<file path="src/hw/rtl/cop0e_pkg.sv">
package cop0e_pkg;

    localparam logic [31:0] VecBaseNormal = 32'h8000_0000;
    localparam logic [31:0] VecBaseBoot   = 32'hBFC0_0200;
    localparam logic [31:0] VecReset      = 32'hBFC0_0000;
    localparam logic [31:0] TimerCode     = 32'h0080_8000;
    localparam logic [31:0] TimerWindow   = 32'd1000;

    localparam logic [31:0] OffTlbRefill  = 32'h0000_0000;
    localparam logic [31:0] OffPerf       = 32'h0000_0080;
    localparam logic [31:0] OffDebug      = 32'h0000_0100;
    localparam logic [31:0] OffGeneral    = 32'h0000_0180;
    localparam logic [31:0] OffInterrupt  = 32'h0000_0200;

    localparam logic [2:0] CfgBootVectors  = 3'd0;
    localparam logic [2:0] CfgDebugVectors = 3'd1;
    localparam logic [2:0] CfgErrorLevel   = 3'd2;
    localparam logic [2:0] CfgTimerEnable  = 3'd3;
    localparam logic [2:0] CfgCompareValue = 3'd4;

    // code[17:15] classes at error level
    localparam logic [2:0] ErlSelReset = 3'd0;
    localparam logic [2:0] ErlSelPerf  = 3'd2;
    localparam logic [2:0] ErlSelDebug = 3'd3;
    localparam logic [2:0] ErlSelNmi   = 3'd1;

    // code[6:2] classes at levels 0-1
    localparam logic [4:0] SelInterrupt = 5'd0;
    localparam logic [4:0] SelTlbLo     = 5'd2;
    localparam logic [4:0] SelTlbHi     = 5'd3;

    typedef struct packed {
        logic        boot_vectors;
        logic        debug_vectors;
        logic        error_level;
        logic        timer_enable;
        logic [31:0] compare_value;
        logic [31:0] window_end;
    } cfg_t;

    typedef struct packed {
        logic        exl;
        logic [31:0] epc;
        logic [31:0] cause;
        logic [31:0] count;
        logic [31:0] last_cycle;
    } state_t;

    typedef struct packed {
        logic        redirect;
        logic [31:0] next_pc;
    } result_t;

endpackage

</file>
<file path="src/hw/rtl/cop0_exception_entry_and_timer.sv">
// Throughput: one item per cycle unless a result is held waiting on m_ready;
// the input and result registers form a
// two-stage pipe, and CP0 state is updated as an item moves to the result.
// Reset (synchronous, aresetn low): pipe empty, exl/epc/cause/count and the
// last tick cycle cleared, BEV=1, DEV=0, ERL=1, timer off, compare 0.
module cop0_exception_entry_and_timer (
    input  logic        aclk,
    input  logic        aresetn,

    input  logic        cfg_valid,
    output logic        cfg_ready,
    input  logic [2:0]  cfg_addr,
    input  logic [31:0] cfg_data,

    input  logic        s_valid,
    output logic        s_ready,
    input  logic        s_cmd,
    input  logic [31:0] s_exc_code,
    input  logic        s_in_delay_slot,
    input  logic [31:0] s_current_pc,
    input  logic [31:0] s_cycle_now,

    output logic        m_valid,
    input  logic        m_ready,
    output logic        m_redirect,
    output logic [31:0] m_next_pc,
    output logic [31:0] m_epc_out,
    output logic [31:0] m_cause_out,
    output logic        m_exl_out,
    output logic [31:0] m_count_out
);

    cop0e_pkg::cfg_t    cfg_reg;
    cop0e_pkg::state_t  state_reg;
    cop0e_pkg::state_t  state_next;
    cop0e_pkg::result_t result;

    logic        in_valid_reg;
    logic        cmd_reg;
    logic [31:0] exc_code_reg;
    logic        delay_slot_reg;
    logic [31:0] pc_reg;
    logic [31:0] cycle_reg;

    logic        m_valid_reg;
    logic        redirect_reg;
    logic [31:0] next_pc_reg;
    logic        advance;

    assign cfg_ready = 1'b1;
    assign advance   = in_valid_reg && (!m_valid_reg || m_ready);
    assign s_ready   = !in_valid_reg || advance;

    always_ff @(posedge aclk) begin
        if (!aresetn) begin
            cfg_reg.boot_vectors  <= 1'b1;
            cfg_reg.debug_vectors <= 1'b0;
            cfg_reg.error_level   <= 1'b1;
            cfg_reg.timer_enable  <= 1'b0;
            cfg_reg.compare_value <= 32'h0;
            cfg_reg.window_end    <= cop0e_pkg::TimerWindow;
        end else if (cfg_valid) begin
            unique case (cfg_addr)
                cop0e_pkg::CfgBootVectors:  cfg_reg.boot_vectors  <= cfg_data[0];
                cop0e_pkg::CfgDebugVectors: cfg_reg.debug_vectors <= cfg_data[0];
                cop0e_pkg::CfgErrorLevel:   cfg_reg.error_level   <= cfg_data[0];
                cop0e_pkg::CfgTimerEnable:  cfg_reg.timer_enable  <= cfg_data[0];
                cop0e_pkg::CfgCompareValue: begin
                    cfg_reg.compare_value <= cfg_data;
                    // window end wraps mod 2^32; a wrapped window matches nothing
                    cfg_reg.window_end    <= cfg_data + cop0e_pkg::TimerWindow;
                end
                default: ;
            endcase
        end
    end

    always_ff @(posedge aclk) begin
        if (!aresetn) begin
            in_valid_reg <= 1'b0;
        end else if (s_ready) begin
            in_valid_reg <= s_valid;
        end
    end

    always_ff @(posedge aclk) begin
        if (s_ready && s_valid) begin
            cmd_reg        <= s_cmd;
            exc_code_reg   <= s_exc_code;
            delay_slot_reg <= s_in_delay_slot;
            pc_reg         <= s_current_pc;
            cycle_reg      <= s_cycle_now;
        end
    end

    cop0e_entry u_entry (
        .cfg           (cfg_reg),
        .state         (state_reg),
        .cmd           (cmd_reg),
        .exc_code      (exc_code_reg),
        .in_delay_slot (delay_slot_reg),
        .current_pc    (pc_reg),
        .cycle_now     (cycle_reg),
        .state_next    (state_next),
        .result        (result)
    );

    always_ff @(posedge aclk) begin
        if (!aresetn) begin
            state_reg   <= '0;
            m_valid_reg <= 1'b0;
        end else begin
            if (advance) begin
                state_reg   <= state_next;
                m_valid_reg <= 1'b1;
            end else if (m_ready) begin
                m_valid_reg <= 1'b0;
            end
        end
    end

    always_ff @(posedge aclk) begin
        if (advance) begin
            redirect_reg <= result.redirect;
            next_pc_reg  <= result.next_pc;
        end
    end

    assign m_valid     = m_valid_reg;
    assign m_redirect  = redirect_reg;
    assign m_next_pc   = next_pc_reg;
    assign m_epc_out   = state_reg.epc;
    assign m_cause_out = state_reg.cause;
    assign m_exl_out   = state_reg.exl;
    assign m_count_out = state_reg.count;

`ifndef SYNTH
    a_exl_sticky: assert property (@(posedge aclk) disable iff (!aresetn)
        !$fell(state_reg.exl))
        else $error("exl cleared outside reset");

    a_delay_flag_exl: assert property (@(posedge aclk) disable iff (!aresetn)
        (m_valid_reg && state_reg.cause[31]) |-> state_reg.exl)
        else $error("delay flag set without exl");

    a_advance_fills: assert property (@(posedge aclk) disable iff (!aresetn)
        advance |=> m_valid_reg)
        else $error("result lost after advance");

    a_stall_holds: assert property (@(posedge aclk) disable iff (!aresetn)
        (in_valid_reg && !advance) |=> (in_valid_reg && $stable(pc_reg)))
        else $error("stalled input item dropped");

    a_ready_backpressure: assert property (@(posedge aclk) disable iff (!aresetn)
        !s_ready |-> (in_valid_reg && m_valid_reg && !m_ready))
        else $error("input stalled without downstream backpressure");
`endif

endmodule

</file>
<file path="src/hw/rtl/cop0e_entry.sv">
module cop0e_entry (
    input  cop0e_pkg::cfg_t    cfg,
    input  cop0e_pkg::state_t  state,
    input  logic               cmd,
    input  logic [31:0]        exc_code,
    input  logic               in_delay_slot,
    input  logic [31:0]        current_pc,
    input  logic [31:0]        cycle_now,
    output cop0e_pkg::state_t  state_next,
    output cop0e_pkg::result_t result
);

    logic [31:0] count_tick;
    logic        timer_hit;
    logic        take;
    logic [31:0] code;
    logic [4:0]  sel_lo;
    logic [2:0]  sel_erl;
    logic        nmi_path;
    logic [31:0] offset;
    logic [31:0] base;

    assign count_tick = state.count + (cycle_now - state.last_cycle);
    assign timer_hit  = cfg.timer_enable && (count_tick >= cfg.compare_value)
                        && (count_tick < cfg.window_end);
    assign take       = !cmd || timer_hit;
    assign code       = cmd ? cop0e_pkg::TimerCode : exc_code;
    assign sel_lo     = code[6:2];
    assign sel_erl    = code[17:15];
    assign nmi_path   = cfg.error_level &&
                        (sel_erl == cop0e_pkg::ErlSelReset || sel_erl == cop0e_pkg::ErlSelNmi);

    always_comb begin
        if (!cfg.error_level) begin
            if (sel_lo == cop0e_pkg::SelTlbLo || sel_lo == cop0e_pkg::SelTlbHi) begin
                offset = cop0e_pkg::OffTlbRefill;
            end else if (sel_lo == cop0e_pkg::SelInterrupt) begin
                offset = cop0e_pkg::OffInterrupt;
            end else begin
                offset = cop0e_pkg::OffGeneral;
            end
            base = cfg.boot_vectors ? cop0e_pkg::VecBaseBoot : cop0e_pkg::VecBaseNormal;
        end else begin
            if (sel_erl == cop0e_pkg::ErlSelPerf) begin
                offset = cop0e_pkg::OffPerf;
            end else if (sel_erl == cop0e_pkg::ErlSelDebug) begin
                offset = cop0e_pkg::OffDebug;
            end else begin
                offset = cop0e_pkg::OffGeneral;
            end
            base = cfg.debug_vectors ? cop0e_pkg::VecBaseBoot : cop0e_pkg::VecBaseNormal;
        end
        if (state.exl) begin
            offset = cop0e_pkg::OffGeneral;
        end
    end

    always_comb begin
        state_next       = state;
        result.redirect  = take;
        result.next_pc   = current_pc;
        if (cmd) begin
            state_next.count      = count_tick;
            state_next.last_cycle = cycle_now;
        end
        if (take) begin
            state_next.cause = {16'h0000, code[15:0]};
            if (nmi_path) begin
                result.next_pc = cop0e_pkg::VecReset;
            end else begin
                result.next_pc = base + offset;
                if (!state.exl) begin
                    state_next.exl      = 1'b1;
                    state_next.epc      = in_delay_slot ? current_pc - 32'd4 : current_pc;
                    state_next.cause[31] = in_delay_slot;
                end
            end
        end
    end

endmodule
</file>
<file path="config.mk">
export PLATFORM = sky130hd
export DESIGN_NAME = cop0_exception_entry_and_timer
export DESIGN_NICKNAME = d
export VERILOG_FILES = /design/src/hw/rtl/cop0e_pkg.sv /design/src/hw/rtl/cop0_exception_entry_and_timer.sv /design/src/hw/rtl/cop0e_entry.sv
export SDC_FILE = /design/constraint.sdc
export NUM_CORES = 1
export LEC_CHECK = 0
export ABC_AREA = 1
export BUFFER_PORTS_ARGS = -buffer_cell sky130_fd_sc_hd__buf_2
export CORE_MARGIN = 1
export CORE_UTILIZATION = 56
export CTS_CLUSTER_SIZE = 12
export DETAILED_ROUTE_END_ITERATION = 7
export PLACE_DENSITY = 0.79
export SYNTH_ARGS = -nofsm -noshare
export SYNTH_HDL_FRONTEND = slang
export SYNTH_SLANG_ARGS = --single-unit
</file>
<file path="constraint.sdc">
create_clock -name aclk -period 5.4 [get_ports aclk]
set_clock_uncertainty 0.2 [all_clocks]
set_input_delay 1.08 -clock aclk [delete_from_list [all_inputs] [get_ports aclk]]
set_output_delay 1.08 -clock aclk [all_outputs]
set_load 0.02 [all_outputs]
</file>
==> flow_summary.html <==
<table>
<tr><th>Metric</th><th>Value</th></tr>
<tr><th colspan="2">Critical path</th></tr>
<tr><td>Element type at the critical path start</td><td>register</td></tr>
<tr><td>Worst Path Buf+Inv</td><td>2</td></tr>
<tr><td>Cell class contributing the biggest share of worst-path delay</td><td>simple AND/OR/NAND/NOR gates</td></tr>
<tr><td>Crit end category</td><td>register</td></tr>
<tr><td>Critical path data required time</td><td>5.67 ns</td></tr>
<tr><td>Register-to-register setup slack</td><td>0.33 ns</td></tr>
<tr><td>Worst-path cell with the longest stage delay</td><td>sky130_fd_sc_hd__fa_1</td></tr>
<tr><td>Critical Path Sink</td><td>m_epc_out[18]</td></tr>
<tr><td>R2R Path End</td><td>m_epc_out[18]</td></tr>
<tr><td>Startpoint of the most critical setup path</td><td>cycle_reg[1]</td></tr>
<tr><td>Maximum cell stage delay along the critical path</td><td>0.48 ns</td></tr>
<tr><td>Series of cell instances along the critical path</td><td>inv_1 -&gt; fa_1 -&gt; fa_1 -&gt; nand3b_1 -&gt; nand2_1 -&gt; a21boi_2 -&gt; o21ai_2 -&gt; nand2_1 -&gt; nand2_1 -&gt; nand3_1 -&gt; nand3_1 -&gt; nand2_1 -&gt; ha_1 -&gt; nand2_1 -&gt; nor4_2 -&gt; and3_1 -&gt; nand2_1 -&gt; nand3_2 -&gt; nand2_4 -&gt; nand3_2 -&gt; buf_12 -&gt; nand2_1 -&gt; nand2_1 -&gt; nor2_1</td></tr>
<tr><td>Most used cell, CP</td><td>sky130_fd_sc_hd__nand2_1</td></tr>
<tr><td>Crit path depth</td><td>24</td></tr>
<tr><td>Arrival time of data at the critical path endpoint</td><td>5.34 ns</td></tr>
<tr><td>Startpoint-to-endpoint class of the critical path</td><td>register to register</td></tr>
<tr><td>Largest fanout of any net on the critical path</td><td>50</td></tr>
<tr><td>Launch instance of the worst register-to-register path</td><td>cycle_reg[1]</td></tr>
<tr><td>Depth of the worst register-to-register path</td><td>24</td></tr>
<tr><th colspan="2">Routing</th></tr>
<tr><td>Vias after detailed routing</td><td>14,012</td></tr>
<tr><td>Remaining number of nets flagged by the antenna check after routing</td><td>0</td></tr>
<tr><td>Sum of routed wire length over all layers</td><td>41.34 mm</td></tr>
<tr><td>Vias per inst</td><td>5.294</td></tr>
<tr><td>First-pass iteration count of the detailed router</td><td>6</td></tr>
<tr><td>Wire length per cell after detailed routing</td><td>15.62 um</td></tr>
<tr><td>Number of DRC violations after detailed-routing iteration 0</td><td>982</td></tr>
<tr><td>Number of remaining DRC errors</td><td>0</td></tr>
<tr><th colspan="2">Placement</th></tr>
<tr><td># port buffers</td><td>240</td></tr>
<tr><td>Post-detail-place hpwl</td><td>30.85 mm</td></tr>
<tr><td>Routability congestion estimate</td><td>0.9309</td></tr>
<tr><td>Post-Place Cells</td><td>2,589</td></tr>
<tr><th colspan="2">Cells and area</th></tr>
<tr><td>Area taken by flip-flops and latches</td><td>7137 sq um</td></tr>
<tr><td>Multi-input combinational cell area</td><td>7247 sq um</td></tr>
<tr><td>Flip-flop count of the largest register, all copies and words added</td><td>65</td></tr>
<tr><td>Core occupancy in the finished layout</td><td>63.29%</td></tr>
<tr><td>Ratio of cells with drive above 1 in the final layout</td><td>14.49%</td></tr>
<tr><td>Final net count</td><td>2,497</td></tr>
<tr><td>Number of inserted diodes</td><td>0</td></tr>
<tr><td>Number of filler cells placed in the layout</td><td>2,578</td></tr>
<tr><td>Final Non-Filler Cells</td><td>2,647</td></tr>
<tr><td>Area added between synthesis and finish</td><td>11.27%</td></tr>
<tr><th colspan="2">Die</th></tr>
<tr><td>Starting density of the core</td><td>56.88%</td></tr>
<tr><td>Number of top-level design ports</td><td>271</td></tr>
<tr><td>Die Y</td><td>175.3 um</td></tr>
<tr><td>Die X-Extent</td><td>175.3 um</td></tr>
<tr><td>Core area</td><td>29,560 sq um</td></tr>
<tr><td>Floorplan die area</td><td>30,720 sq um</td></tr>
<tr><td>Rows</td><td>63</td></tr>
<tr><th colspan="2">Synth</th></tr>
<tr><td>Top cells by count, synth</td><td>405 x sky130_fd_sc_hd__inv_1, 317 x sky130_fd_sc_hd__nand2_1, 186 x sky130_fd_sc_hd__a21oi_1, 181 x sky130_fd_sc_hd__dfxtp_1, 180 x sky130_fd_sc_hd__nor2_1</td></tr>
<tr><td>Cell taking the most area after synthesis</td><td>sky130_fd_sc_hd__dfxtp_1</td></tr>
<tr><td>Dominant cells by area after synthesis</td><td>sky130_fd_sc_hd__dfxtp_1 22%, sky130_fd_sc_hd__edfxtp_1 21%, sky130_fd_sc_hd__inv_1 9.0%</td></tr>
<tr><td>Sequential share of the synthesized area</td><td>42.45%</td></tr>
<tr><td>Post-synth ARST share</td><td>0%</td></tr>
<tr><td>Number of unique standard cell types used by synthesis</td><td>50</td></tr>
<tr><td>Flops &amp; latches, synth</td><td>298</td></tr>
<tr><td>Average footprint of a synthesized cell</td><td>8.052 sq um</td></tr>
<tr><td>Synth top area share</td><td>21.55%</td></tr>
<tr><td>Primary FF master, synth</td><td>sky130_fd_sc_hd__dfxtp_1</td></tr>
<tr><td>Most frequent cell after synthesis</td><td>sky130_fd_sc_hd__inv_1</td></tr>
<tr><td>Number of enable-type register cells in the synthesized netlist</td><td>117</td></tr>
<tr><td>Synth warn</td><td>0</td></tr>
<tr><td>Gate count after technology mapping</td><td>2,088</td></tr>
<tr><td>Post-synthesis cell area</td><td>16,810 sq um</td></tr>
<tr><th colspan="2">Power and ir drop</th></tr>
<tr><td>Reg power frac</td><td>38.7%</td></tr>
<tr><td>Net switching power figure</td><td>2215 uW</td></tr>
<tr><td>Pwr dens</td><td>347.9 nW/um^2</td></tr>
<tr><td>Int Pwr</td><td>4294 uW</td></tr>
<tr><td>Sw Ratio</td><td>34.03%</td></tr>
<tr><td>Proportion of power drawn by the clock network</td><td>31.4%</td></tr>
<tr><td>Maximum ir drop on the vdd rail</td><td>275.3 uV</td></tr>
<tr><td>Combinational share of power</td><td>29.9%</td></tr>
<tr><td>Leakage dissipation</td><td>0.009020 uW</td></tr>
<tr><td>Post-layout power</td><td>6509 uW</td></tr>
<tr><th colspan="2">Timing</th></tr>
<tr><td>Final critical-path share of the clock period</td><td>93.91%</td></tr>
<tr><td>Setup_tns</td><td>0 ns</td></tr>
<tr><td>Shortest period the worst path allows</td><td>5.071 ns</td></tr>
<tr><td>Fin. Hold Viols</td><td>0</td></tr>
<tr><td>Final count of pins violating max slew</td><td>0</td></tr>
<tr><td>F_max</td><td>197.2 MHz</td></tr>
<tr><td>Setup repair after global routing missed its margin</td><td>false</td></tr>
<tr><td>Setup violations, final</td><td>0</td></tr>
<tr><td>Transition at the pin with the smallest max-transition slack</td><td>1.016 ns</td></tr>
<tr><td>Slew margin rel.</td><td>31.88%</td></tr>
<tr><th colspan="2">GRT</th></tr>
<tr><td>Initial antenna violation count</td><td>0</td></tr>
<tr><td>Global-route wire length before repair</td><td>66.36 mm</td></tr>
<tr><td>Aggregate global routing overflow</td><td>0</td></tr>
<tr><td>Number of global-route vias before repair</td><td>13,487</td></tr>
<tr><td>Global router's overall resource usage</td><td>26.82%</td></tr>
<tr><td>Pin count of the biggest net entering global routing</td><td>77</td></tr>
<tr><th colspan="2">CTS</th></tr>
<tr><td>Inserted Clock Buffers</td><td>31</td></tr>
<tr><td># hold bufs at CTS</td><td>0</td></tr>
<tr><td>Root Buffer</td><td>sky130_fd_sc_hd__clkbuf_16</td></tr>
<tr><td>Clock latency on the worst-skew pair</td><td>0.58 ns</td></tr>
<tr><td>CTS tree</td><td>built</td></tr>
<tr><td>Largest buffer count on any clock path</td><td>3</td></tr>
<tr><td>H-tree levels</td><td>1</td></tr>
<tr><td># clock sinks</td><td>298</td></tr>
<tr><td>Post-CTS repair timing setup buffer count</td><td>0</td></tr>
<tr><td>Clock slew at reported path FFs</td><td>0.06 ns</td></tr>
<tr><th colspan="2">Flow run</th></tr>
<tr><td>Max-Cap Viols</td><td>0</td></tr>
<tr><th colspan="2">Hold path</th></tr>
<tr><td>Type of the tightest min-delay check</td><td>register to register</td></tr>
<tr><th colspan="2">Run status</th></tr>
<tr><td>Run status</td><td>finished clean</td></tr>
</table>
-- timing repair --
action,CTS,global route
endpoints found under the hold margin,0,0
resized for setup,0,3
endpoints found under the setup margin,0,37
-- metal layers --
metal | wire (um) | up-vias | GRT usage, %
met3 | 2810 | 81 | 3.312
met5 | 0 | - | 0
met1 | 18590 | 6541 | 37.30
li1 | - | 6882 | -
met2 | 18840 | 508 | 43.93
met4 | 1085 | 0 | 7.754
-- how the worst min path moves through the flow --
stage	start	endpoint	slack, ns	depth (start not counted)
detailed placement	m_cause_out[8]	m_cause_out[8]	0.25	2
finish	m_cause_out[0]	m_cause_out[0]	0.26	2
CTS	m_cause_out[0]	m_cause_out[0]	0.26	2
global placement	cfg_reg[62]	cfg_reg[62]	0.25	2
floorplan	cfg_reg[64]	cfg_reg[64]	0.23	2
global route	m_cause_out[0]	m_cause_out[0]	0.27	2
-- power by group through the flow --
stage	logic (uW)	clock network [uW]	registers, uW
floorplan	1370	0	2570
global placement	1820	0	2560
detailed placement	1890	0	2570
CTS	1910	2070	2520
global route	2200	2160	2530
finish	1940	2040	2520
-- tightest hold or removal path: cells and delay by family, from the launching register on --
family,cells,cell delay [ns]
AO/OA/AOI/OAI,1,0.05
flip-flops,1,0.30
AND/OR/NAND/NOR,1,0.06
-- cells in the final DEF, fill, tap and decap left out, types with 4 or more instances in the layout --
cell | synthesis | layout
sky130_fd_sc_hd__clkbuf_16 | 0 | 32
sky130_fd_sc_hd__o221ai_1 | 5 | 5
sky130_fd_sc_hd__nor3_1 | 25 | 25
sky130_fd_sc_hd__conb_1 | 2 | 16
sky130_fd_sc_hd__inv_1 | 405 | 404
sky130_fd_sc_hd__buf_2 | 14 | 240
sky130_fd_sc_hd__fa_1 | 31 | 31
sky130_fd_sc_hd__nand3_1 | 68 | 67
sky130_fd_sc_hd__clkbuf_8 | 0 | 5
sky130_fd_sc_hd__clkbuf_1 | 38 | 14
sky130_fd_sc_hd__nor2_2 | 8 | 7
sky130_fd_sc_hd__nand4_1 | 32 | 32
sky130_fd_sc_hd__nor4_1 | 10 | 10
sky130_fd_sc_hd__xnor2_1 | 10 | 10
sky130_fd_sc_hd__ha_1 | 96 | 96
sky130_fd_sc_hd__o21a_1 | 4 | 4
sky130_fd_sc_hd__nand2_1 | 317 | 317
sky130_fd_sc_hd__a211oi_1 | 12 | 12
sky130_fd_sc_hd__a21oi_1 | 186 | 186
sky130_fd_sc_hd__edfxtp_1 | 117 | 117
sky130_fd_sc_hd__a21o_1 | 5 | 5
sky130_fd_sc_hd__nor2_1 | 180 | 180
sky130_fd_sc_hd__clkinv_2 | 0 | 7
sky130_fd_sc_hd__o211ai_1 | 8 | 8
sky130_fd_sc_hd__dfxtp_1 | 181 | 181
sky130_fd_sc_hd__o21bai_1 | 7 | 7
sky130_fd_sc_hd__o21ai_0 | 137 | 137
sky130_fd_sc_hd__buf_4 | 98 | 11
sky130_fd_sc_hd__xor2_1 | 46 | 44
sky130_fd_sc_hd__a31oi_1 | 6 | 6
-- cell type report --
type | count | area share [%]
clock buffer | 51 | 4.929
multi-input combinational | 1238 | 38.74
timing repair buffer | 253 | 7.076
sequential | 298 | 38.15
tap | 390 | 2.608
clock inverter | 7 | 0.2675
inverter | 410 | 8.233
-- cell families (layout without fill, tap and decap cells) --
logic type	Yosys count	in the layout	synth area share (%)
AOI/OAI and AO/OA	384	384	12.36
xor gates and xnor gates	56	56	2.917
adders and majority gates	127	127	10.84
buffers and inverters	566	721	14.93
DFF	298	298	42.45
other	2	16	0.04467
and+or+nand+nor	655	655	16.46
-- metrics by stage --
stage	hold slack (ns)	worst slack, ns	instance area (sq um)
final	0.2586	0.3291	18710
after global routing	0.2686	0.01847	18710
after CTS	0.2638	0.2847	18690
after detailed placement	0.2547	0.3135	17720
after global placement	0.2465	0.4341	17720
after floorplan	0.2307	1.171	16860
(Power assumes the default switching activity.)
